`src/hw/rtl/lkv_pkg.sv`:
```
// lkv_pkg: shared sizes, codes and types of the LRU key-value cache.
// Used by lkv_rank_table, lru_key_value_cache and lkv_checker; depends on nothing.

package lkv_pkg;

    localparam int ENTRIES    = 16;
    localparam int KEY_BITS   = 32;
    localparam int VALUE_BITS = 32;

    localparam int IDX_W  = (ENTRIES > 1) ? $clog2(ENTRIES) : 1;
    localparam int RANK_W = IDX_W;
    localparam int CNT_W  = $clog2(ENTRIES + 1);
    localparam int CAP_W  = 5;
    localparam int WORD_W = KEY_BITS + VALUE_BITS;

    localparam logic [CAP_W-1:0] CAP_RESET = 5'd16;

    localparam logic MODE_GET = 1'b0;
    localparam logic MODE_PUT = 1'b1;

    typedef enum logic [1:0] {
        ST_IDLE,
        ST_SCAN,
        ST_UPDATE
    } lkv_state_t;

    // Recency update request from the sequencer to the rank table.
    typedef struct packed {
        logic             en;   // apply an update this cycle
        logic             hit;  // touch entry idx; else insert a put miss
        logic [IDX_W-1:0] idx;  // entry that hit
    } lkv_upd_t;

    // Capacity register saturated into 1 .. ENTRIES.
    function automatic logic [CAP_W-1:0] eff_cap(input logic [CAP_W-1:0] c);
        logic [CAP_W-1:0] r;
        r = c;
        if (c == '0)
        begin
            r = CAP_W'(1);
        end
        else if (int'(c) > ENTRIES)
        begin
            r = CAP_W'(ENTRIES);
        end
        return r;
    endfunction

endpackage

```
`src/hw/rtl/lkv_kv_ram.sv`:
```
// lkv_kv_ram: single-port-write, single-port-read synchronous RAM with
// registered read data. Generic; no package dependency.

module lkv_kv_ram #(
    parameter int DEPTH = 16,
    parameter int WIDTH = 64
) (
    input  logic                                        clk,
    input  logic                                        wr_en,
    input  logic [((DEPTH > 1) ? $clog2(DEPTH) : 1)-1:0] wr_addr,
    input  logic [WIDTH-1:0]                            wr_data,
    input  logic                                        rd_en,
    input  logic [((DEPTH > 1) ? $clog2(DEPTH) : 1)-1:0] rd_addr,
    output logic [WIDTH-1:0]                            rd_data
);

    logic [WIDTH-1:0] mem [DEPTH];

    always_ff @(posedge clk)
    begin
        if (wr_en)
        begin
            mem[wr_addr] <= wr_data;
        end
    end

    always_ff @(posedge clk)
    begin
        if (rd_en)
        begin
            rd_data <= mem[rd_addr];
        end
    end

endmodule

```
`src/hw/rtl/lkv_rank_table.sv`:
```
// lkv_rank_table: valid bits, age ranks, occupancy and the capacity register.
// Picks the slot for a put miss and applies recency updates. Uses lkv_pkg.

module lkv_rank_table
    import lkv_pkg::*;
(
    input  logic               clk,
    input  logic               rst_n,
    input  logic               cfg_we,
    input  logic [CAP_W-1:0]   cfg_wdata,
    input  lkv_upd_t           upd,
    output logic [ENTRIES-1:0] valid,
    output logic [IDX_W-1:0]   put_slot
);

    logic [ENTRIES-1:0] valid_reg, valid_next;
    logic [RANK_W-1:0]  rank_reg [ENTRIES];
    logic [RANK_W-1:0]  rank_next [ENTRIES];
    logic [CNT_W-1:0]   occ_reg, occ_next;
    logic [CAP_W-1:0]   cap_reg, cap_next;

    logic [CAP_W-1:0]   cap_eff;
    logic [CAP_W-1:0]   cap_new;
    logic               has_free;
    logic [IDX_W-1:0]   free_idx;
    logic               victim_found;
    logic [IDX_W-1:0]   victim_idx;
    logic [RANK_W-1:0]  oldest;
    logic               use_insert;
    logic               plain_fill;
    logic [IDX_W-1:0]   touch_idx;
    logic [RANK_W-1:0]  touch_old;
    logic               age_all;

    assign cap_eff = eff_cap(cap_reg);
    assign cap_new = eff_cap(cfg_wdata);
    assign oldest  = (occ_reg != '0) ? RANK_W'(occ_reg - CNT_W'(1)) : '0;

    // lowest free entry and lowest valid entry holding the oldest rank
    always_comb
    begin
        has_free     = 1'b0;
        free_idx     = '0;
        victim_found = 1'b0;
        victim_idx   = '0;
        for (int i = ENTRIES - 1; i >= 0; i--)
        begin
            if (!valid_reg[i])
            begin
                has_free = 1'b1;
                free_idx = IDX_W'(i);
            end
            if (valid_reg[i] && rank_reg[i] == oldest)
            begin
                victim_found = 1'b1;
                victim_idx   = IDX_W'(i);
            end
        end
    end

    assign use_insert = (int'(occ_reg) < int'(cap_eff)) && has_free;
    assign put_slot   = use_insert ? free_idx : (victim_found ? victim_idx : '0);
    assign plain_fill = !use_insert && !valid_reg[put_slot];

    always_comb
    begin
        touch_idx = upd.hit ? upd.idx : put_slot;
        touch_old = '0;
        age_all   = 1'b0;
        if (upd.hit)
        begin
            touch_old = rank_reg[upd.idx];
        end
        else if (use_insert)
        begin
            age_all = 1'b1;
        end
        else if (!plain_fill)
        begin
            touch_old = oldest;
        end
    end

    always_comb
    begin
        valid_next = valid_reg;
        occ_next   = occ_reg;
        cap_next   = cap_reg;
        for (int i = 0; i < ENTRIES; i++)
        begin
            rank_next[i] = rank_reg[i];
        end

        if (cfg_we)
        begin
            cap_next = cfg_wdata;
            if (int'(occ_reg) > int'(cap_new))
            begin
                for (int i = 0; i < ENTRIES; i++)
                begin
                    if (valid_reg[i] && int'(rank_reg[i]) >= int'(cap_new))
                    begin
                        valid_next[i] = 1'b0;
                    end
                end
                occ_next = CNT_W'(cap_new);
            end
        end
        else if (upd.en)
        begin
            for (int i = 0; i < ENTRIES; i++)
            begin
                if (IDX_W'(i) == touch_idx)
                begin
                    rank_next[i] = '0;
                end
                else if (valid_reg[i] && (age_all || rank_reg[i] < touch_old))
                begin
                    rank_next[i] = rank_reg[i] + RANK_W'(1);
                end
            end
            if (!upd.hit && (use_insert || plain_fill))
            begin
                valid_next[put_slot] = 1'b1;
                occ_next             = occ_reg + CNT_W'(1);
            end
        end
    end

    always_ff @(posedge clk or negedge rst_n)
    begin
        if (!rst_n)
        begin
            valid_reg <= '0;
            occ_reg   <= '0;
            cap_reg   <= CAP_RESET;
            for (int i = 0; i < ENTRIES; i++)
            begin
                rank_reg[i] <= '0;
            end
        end
        else
        begin
            valid_reg <= valid_next;
            occ_reg   <= occ_next;
            cap_reg   <= cap_next;
            for (int i = 0; i < ENTRIES; i++)
            begin
                rank_reg[i] <= rank_next[i];
            end
        end
    end

    assign valid = valid_reg;

endmodule

```
`src/hw/rtl/lru_key_value_cache.sv`:
```
// lru_key_value_cache: top level; request sequencer, key/value RAM and rank table.
// Uses lkv_pkg, lkv_kv_ram and lkv_rank_table.

// A fully associative key-value cache with least-recently-used replacement.
// Each request (tuser: 0 get, 1 put) carries a key and a value; each gives one
// response with found in tuser and the stored value in tdata (zero unless a
// get hit). Keys and values sit in one synchronous RAM that is scanned one entry
// per cycle. A request scans from entry 0 until the first hit or the last entry,
// then loads the response register once the output is free. One request is in
// work at a time, and the next is taken while the previous response still waits.
// Capacity may be written only while no request is in work; lowering it below
// occupancy drops the oldest entries at once.

module lru_key_value_cache
    import lkv_pkg::*;
(
    input  logic                           clk,
    input  logic                           rst_n,
    // configuration: capacity_in_use
    input  logic                           cfg_valid,
    output logic                           cfg_ready,
    input  logic [CAP_W-1:0]               cfg_data,
    // request stream
    input  logic                           s_tvalid,
    output logic                           s_tready,
    input  logic [KEY_BITS+VALUE_BITS-1:0] s_tdata,  // lookup_key, write_value
    input  logic                           s_tuser,  // mode
    // response stream
    output logic                           m_tvalid,
    input  logic                           m_tready,
    output logic [VALUE_BITS-1:0]          m_tdata,  // read_value
    output logic                           m_tuser   // found
);

    lkv_state_t state_reg, state_next;

    logic                         req_put_reg, req_put_next;
    logic signed [KEY_BITS-1:0]   req_key_reg, req_key_next;
    logic signed [VALUE_BITS-1:0] req_val_reg, req_val_next;
    logic [CNT_W-1:0]             scan_cnt_reg, scan_cnt_next;
    logic                         cmp_pend_reg, cmp_pend_next;
    logic [IDX_W-1:0]             cmp_idx_reg, cmp_idx_next;
    logic                         hit_reg, hit_next;
    logic [IDX_W-1:0]             hit_idx_reg, hit_idx_next;
    logic                         out_valid_reg, out_valid_next;
    logic                         out_found_reg, out_found_next;
    logic signed [VALUE_BITS-1:0] out_value_reg, out_value_next;

    logic               in_xfer;
    logic               out_free;
    logic               cmp_hit;
    logic               cmp_last;
    logic               issue;
    logic [ENTRIES-1:0] valid;
    logic [IDX_W-1:0]   put_slot;
    logic [WORD_W-1:0]  rd_word;
    logic               wr_en;
    logic [IDX_W-1:0]   wr_addr;
    lkv_upd_t           upd;

    assign cfg_ready = 1'b1;
    assign in_xfer   = s_tvalid && s_tready;
    assign out_free  = !out_valid_reg || m_tready;

    // compare stage works on the word read in the previous cycle
    assign cmp_hit  = cmp_pend_reg && valid[cmp_idx_reg]
                      && (rd_word[KEY_BITS-1:0] == req_key_reg);
    assign cmp_last = cmp_pend_reg && (cmp_idx_reg == IDX_W'(ENTRIES - 1));
    assign issue    = (state_reg == ST_SCAN) && !cmp_hit && !cmp_last
                      && (int'(scan_cnt_reg) < ENTRIES);

    // next state
    always_comb
    begin
        state_next = state_reg;
        case (state_reg)
            ST_IDLE:
            begin
                if (in_xfer)
                begin
                    state_next = ST_SCAN;
                end
            end
            ST_SCAN:
            begin
                if (cmp_hit || cmp_last)
                begin
                    state_next = ST_UPDATE;
                end
            end
            ST_UPDATE:
            begin
                if (out_free)
                begin
                    state_next = ST_IDLE;
                end
            end
            default:
            begin
                state_next = ST_IDLE;
            end
        endcase
    end

    // outputs and datapath
    always_comb
    begin
        s_tready       = 1'b0;
        req_put_next   = req_put_reg;
        req_key_next   = req_key_reg;
        req_val_next   = req_val_reg;
        scan_cnt_next  = scan_cnt_reg;
        cmp_pend_next  = 1'b0;
        cmp_idx_next   = cmp_idx_reg;
        hit_next       = hit_reg;
        hit_idx_next   = hit_idx_reg;
        out_valid_next = out_valid_reg && !m_tready;
        out_found_next = out_found_reg;
        out_value_next = out_value_reg;
        upd            = '0;
        wr_en          = 1'b0;
        wr_addr        = hit_reg ? hit_idx_reg : put_slot;

        case (state_reg)
            ST_IDLE:
            begin
                s_tready = 1'b1;
                if (in_xfer)
                begin
                    req_put_next  = (s_tuser == MODE_PUT);
                    req_key_next  = s_tdata[KEY_BITS-1:0];
                    req_val_next  = s_tdata[KEY_BITS+VALUE_BITS-1:KEY_BITS];
                    scan_cnt_next = '0;
                    hit_next      = 1'b0;
                end
            end
            ST_SCAN:
            begin
                if (issue)
                begin
                    scan_cnt_next = scan_cnt_reg + CNT_W'(1);
                    cmp_pend_next = 1'b1;
                    cmp_idx_next  = scan_cnt_reg[IDX_W-1:0];
                end
                if (cmp_hit)
                begin
                    hit_next     = 1'b1;
                    hit_idx_next = cmp_idx_reg;
                end
            end
            ST_UPDATE:
            begin
                if (out_free)
                begin
                    upd.en         = hit_reg || req_put_reg;
                    upd.hit        = hit_reg;
                    upd.idx        = hit_idx_reg;
                    wr_en          = req_put_reg;
                    out_valid_next = 1'b1;
                    out_found_next = hit_reg;
                    out_value_next = (hit_reg && !req_put_reg)
                                     ? rd_word[WORD_W-1:KEY_BITS] : '0;
                end
            end
            default:
            begin
            end
        endcase
    end

    always_ff @(posedge clk or negedge rst_n)
    begin
        if (!rst_n)
        begin
            state_reg     <= ST_IDLE;
            cmp_pend_reg  <= 1'b0;
            out_valid_reg <= 1'b0;
        end
        else
        begin
            state_reg     <= state_next;
            cmp_pend_reg  <= cmp_pend_next;
            out_valid_reg <= out_valid_next;
        end
    end

    always_ff @(posedge clk)
    begin
        req_put_reg   <= req_put_next;
        req_key_reg   <= req_key_next;
        req_val_reg   <= req_val_next;
        scan_cnt_reg  <= scan_cnt_next;
        cmp_idx_reg   <= cmp_idx_next;
        hit_reg       <= hit_next;
        hit_idx_reg   <= hit_idx_next;
        out_found_reg <= out_found_next;
        out_value_reg <= out_value_next;
    end

    lkv_kv_ram #(
        .DEPTH (ENTRIES),
        .WIDTH (WORD_W)
    ) u_ram (
        .clk     (clk),
        .wr_en   (wr_en),
        .wr_addr (wr_addr),
        .wr_data ({req_val_reg, req_key_reg}),
        .rd_en   (issue),
        .rd_addr (scan_cnt_reg[IDX_W-1:0]),
        .rd_data (rd_word)
    );

    lkv_rank_table u_rank (
        .clk       (clk),
        .rst_n     (rst_n),
        .cfg_we    (cfg_valid && cfg_ready),
        .cfg_wdata (cfg_data),
        .upd       (upd),
        .valid     (valid),
        .put_slot  (put_slot)
    );

    assign m_tvalid = out_valid_reg;
    assign m_tdata  = out_value_reg;
    assign m_tuser  = out_found_reg;

endmodule

```
`config.mk`:
```
export PLATFORM = sky130hd
export DESIGN_NAME = lru_key_value_cache
export DESIGN_NICKNAME = d
export VERILOG_FILES = /design/src/hw/rtl/lkv_pkg.sv /design/src/hw/rtl/lkv_kv_ram.sv /design/src/hw/rtl/lkv_rank_table.sv /design/src/hw/rtl/lru_key_value_cache.sv
export SDC_FILE = /design/constraint.sdc
export NUM_CORES = 2
export LEC_CHECK = 0
export ABC_AREA = 1
export ABC_CLOCK_PERIOD_IN_PS = 5950
export BUFFER_PORTS_ARGS = -buffer_cell sky130_fd_sc_hd__buf_2
export CORE_MARGIN = 3
export CORE_UTILIZATION = 55
export CTS_CLUSTER_SIZE = 12
export DETAILED_ROUTE_END_ITERATION = 8
export GPL_TIMING_DRIVEN = 0
export PLACE_DENSITY = 0.74
export SETUP_SLACK_MARGIN = 0.05
export SLEW_MARGIN = 15
export SYNTH_ARGS = -nofsm -noshare
export SYNTH_HDL_FRONTEND = slang
export SYNTH_SLANG_ARGS = --single-unit
```
`constraint.sdc`:
```
create_clock -name clk -period 5.95 [get_ports clk]
set_input_delay 0.595 -clock clk [delete_from_list [all_inputs] [get_ports clk]]
set_output_delay 0.595 -clock clk [all_outputs]
set_load 0.02 [all_outputs]
```
==> flow_summary_export.csv <==
group,metric,value,unit
run_status,status,"finished, final reports clean",
clocking,cts_buffer_depth,3,
pwr,p_leak,23.7,nW
pwr,finalPower,31.0,mW
worst_setup_path,timing.rr.start,"state_reg[0]",
drt,dr.pass1.iters,6,
clocking,holdBufCountCts,30,
drt,wire_per_inst,25.4,µm
worst_setup_path,r2r_end,"u_rank.rank_reg[24]",
drt,viasPerCell,6.18,
final_layout,post-route-util,0.636,
clocking,root_buffer,"clkbuf_16",
worst_setup_path,crit_buf_inv,6,
yosys,yosys_register_bits,1294,
global_route,met1_usage,0.384,
placed_design,dpl-instance-area,60400,µm²
worst_setup_path,worstSetupPathType,"flip-flop to flip-flop",
final_layout,nets,5238,
yosys,syn_inst,4715,
placed_design,place_hpwl,111000,µm
clocking,cts_buffers,135,
final_layout,largest_register_ffs,1024,
sta,setup_viol,0,
pwr,p_per_area,478,nW/µm²
sta,tightest_slew,1330,ps
yosys,seq_area_frac_synth,0.678,
flow_run,cap_violations,0,
yosys,netlist.area_leader.share,0.637,
final_layout,drive_gt1_frac,0.0930,
global_route,grt_pass1_vias,39700,
clocking,cts.clk_slew.worst_paths,60,ps
drt,drt-total-wl,165000,µm
final_layout,finish.instance_area,64800,µm²
global_route,grt_use_met2,0.511,
worst_setup_path,crit_arrival,6330,ps
worst_setup_path,worstPathCellList,"inv_1, nand2_1, nor2_4, inv_1, nor2_1, clkinv_1, clkbuf_1, a221oi_1, o311ai_0, o311ai_1, buf_1, nand3_1, o21bai_1, inv_1, nand2_1, nand2_2, nand2_2, nand2_2, nand2_1, nand2_1",
final_layout,area_growth,14.5,%
clocking,insertion_delay,750,ps
die,core.rowCount,117,
drt,vias,40200,
yosys,synthFlopType,"edfxtp_1",
drt,drc,0,
die,start_util,0.555,
global_route,antenna_found_initial,1,
clocking,cts_resized,0,
sta,rsz0062_at_grt,"false",
global_route,grt_busiest_layer,"met2",
yosys,ys_top_cells_by_count,"edfxtp_1, nor2_1, nand2_1, o21ai_0, inv_1",
yosys,avgSynthCellArea,12.0,µm²
global_route,grt_usage,0.306,
sta,fmax,175,MHz
yosys,ys_types,61,
worst_setup_path,ff2ff_setup_slack,250,ps
drt,antenna_left,0,
yosys,yosys-top-cells-area,"edfxtp_1, nor2_1, nand2_1, dfrtp_1, o21ai_0",
global_route,grt_use_met3,0.0547,
die,die_h,327,µm
yosys,synth-warning-count,0,
yosys,yosys.area.top_type,"edfxtp_1",
drt,drt_iter0_markers,5109,
final_layout,stdcell_count,6502,
die,dieArea,107000,µm²
worst_setup_path,critPathLaunch,"state_reg[0]",
yosys,synth_nets,4899,
worst_setup_path,critPathCaptureType,"flip-flop",
sta,fin_crit,5700,ps
pwr,ir_drop,0.373,mV
worst_setup_path,worstSetupStartpointType,"flip-flop",
yosys,synth_edf_count,1200,
worst_setup_path,crit_family,"simple AND/OR/NAND/NOR gates",
sta,slew_violations,0,
placed_design,io_buffers,109,
placed_design,dp.cells,6254,
sta,fin_crit_sh,0.959,
worst_hold_path,hold_class,"input pin to flip-flop",
sta,clock_skew,40.0,ps
worst_setup_path,crit_end,"u_rank.rank_reg[24]",
worst_setup_path,critPathMostFrequentCell,"nand2_1",
worst_setup_path,cp.required,6570,ps
clocking,ctsHtreeMaxLevel,4,
yosys,yosysMostFrequentCell,"edfxtp_1",
die,core_area,102000,µm²
yosys,ys_async_sr_fraction,0.0726,
worst_setup_path,crit_cells,20,
global_route,grt_max_degree,62,
worst_setup_path,cp_max_fo,18,
placed_design,gp_congestion,0.992,
die,pin_count,111,
die,dieWidth,327,µm
sta,hold_violations,0,
worst_setup_path,r2r_cells,20,
clocking,postCtsSetupBuffers,0,
global_route,grt_pass1_wl,245000,µm
worst_setup_path,cp_slowest_cell,"buf_1",
yosys,netlist_area,56600,µm²
global_route,grt_remaining_overflow,0,
sta,slew_headroom,0.116,
clocking,cts_tree,"done",
worst_setup_path,critical_path.max_stage_delay,680,ps
clocking,clock-sinks,1294,
## stage by stage
stage / TNS (ps) / worst slack (ps) / hold WS [ps]
finish: 0 / 246 / 33.0
global route: 0 / 72.5 / 13.2
CTS: 0 / 363 / 0.352
detailed placement: 0 / 200 / 457
global placement: -3969900 / -4530 / 448
floorplan: 0 / 119 / 299
## worst min-delay path by stage
| stage | end | slack, ps | cells after the start | from |
|---|---|---|---|---|
| floorplan | cmp_pend_reg | 300 | 0 | rst_n |
| global placement | hit_idx_reg[0] | 450 | 0 | cmp_idx_reg[0] |
| detailed placement | hit_idx_reg[0] | 460 | 0 | cmp_idx_reg[0] |
| CTS | req_val_reg[5] | 0.4 | 1 | s_tdata[37] |
| global route | req_val_reg[8] | 10 | 1 | s_tdata[40] |
| finish | req_val_reg[19] | 30 | 1 | s_tdata[51] |
## worst register-to-register path, cell delays in order (launching register included)
cell and delay, ps:
dfrtp_1 380, inv_1 80, nand2_1 130, nor2_4 560, inv_1 210, nor2_1 630, clkinv_1 530, clkbuf_1 430
a221oi_1 370, o311ai_0 320, o311ai_1 360, buf_1 680, nand3_1 250, o21bai_1 180, inv_1 50, nand2_1 70
nand2_2 60, nand2_2 120, nand2_2 80, nand2_1 70, nand2_1 60
## placed cells by master, fill, tap and decap left out, types with 21 or more instances in the layout
cell type | netlist | routed
a21oi_1 | 49 | 48
o21ai_1 | 38 | 38
buf_1 | 21 | 21
dfrtp_1 | 93 | 93
buf_12 | 0 | 30
o21ai_0 | 319 | 319
o32ai_1 | 152 | 152
o221ai_1 | 105 | 105
nand2_2 | 33 | 33
nor2_4 | 2 | 22
ha_1 | 109 | 109
o21a_1 | 33 | 33
clkbuf_1 | 210 | 249
o211ai_1 | 28 | 28
dlygate4sd3_1 | 0 | 30
buf_2 | 3 | 111
nor2_1 | 726 | 706
clkbuf_16 | 0 | 137
nand4_1 | 25 | 25
edfxtp_1 | 1200 | 1200
nand2_1 | 660 | 660
inv_1 | 279 | 279
mux2i_1 | 104 | 104
nor3_1 | 25 | 25
xor2_1 | 66 | 66
a221oi_1 | 21 | 21
nand3_1 | 243 | 243
buf_16 | 0 | 29
## kinds of logic after synthesis
group / count (synthesis) / share of synthesized area
other: 1 / 0.0000663
DFF: 1294 / 0.678
AOI/OAI and AO/OA: 819 / 0.0974
muxes: 105 / 0.0186
and+or+nand+nor: 1772 / 0.132
adders and majority gates: 109 / 0.0241
xor gates and xnor gates: 76 / 0.0118
buffers and inverters: 539 / 0.0381
## layout make-up
cell class,count,area (µm²)
timing repair buffer,202,2300
clock buffer,182,3640
clock inverter,31,410
sequential,1294,38400
fill,7477,37100
antenna,4,10.0
buffer,251,1070
multi-input combinational,2882,16200
tap,1368,1710
inverter,288,1090
## report_power, final
group | internal [mW] | switching (mW)
clock network | 4.47 | 3.46
logic | 3.07 | 7.54
registers | 11.5 | 0.962
## per-layer routing
metal,wire length [µm],up-vias
met5,0,-
met4,8840,0
met3,15800,559
met2,80700,2474
met1,59900,19500
li1,-,17700
No activity file was read; power rests on OpenSTA's default activity.
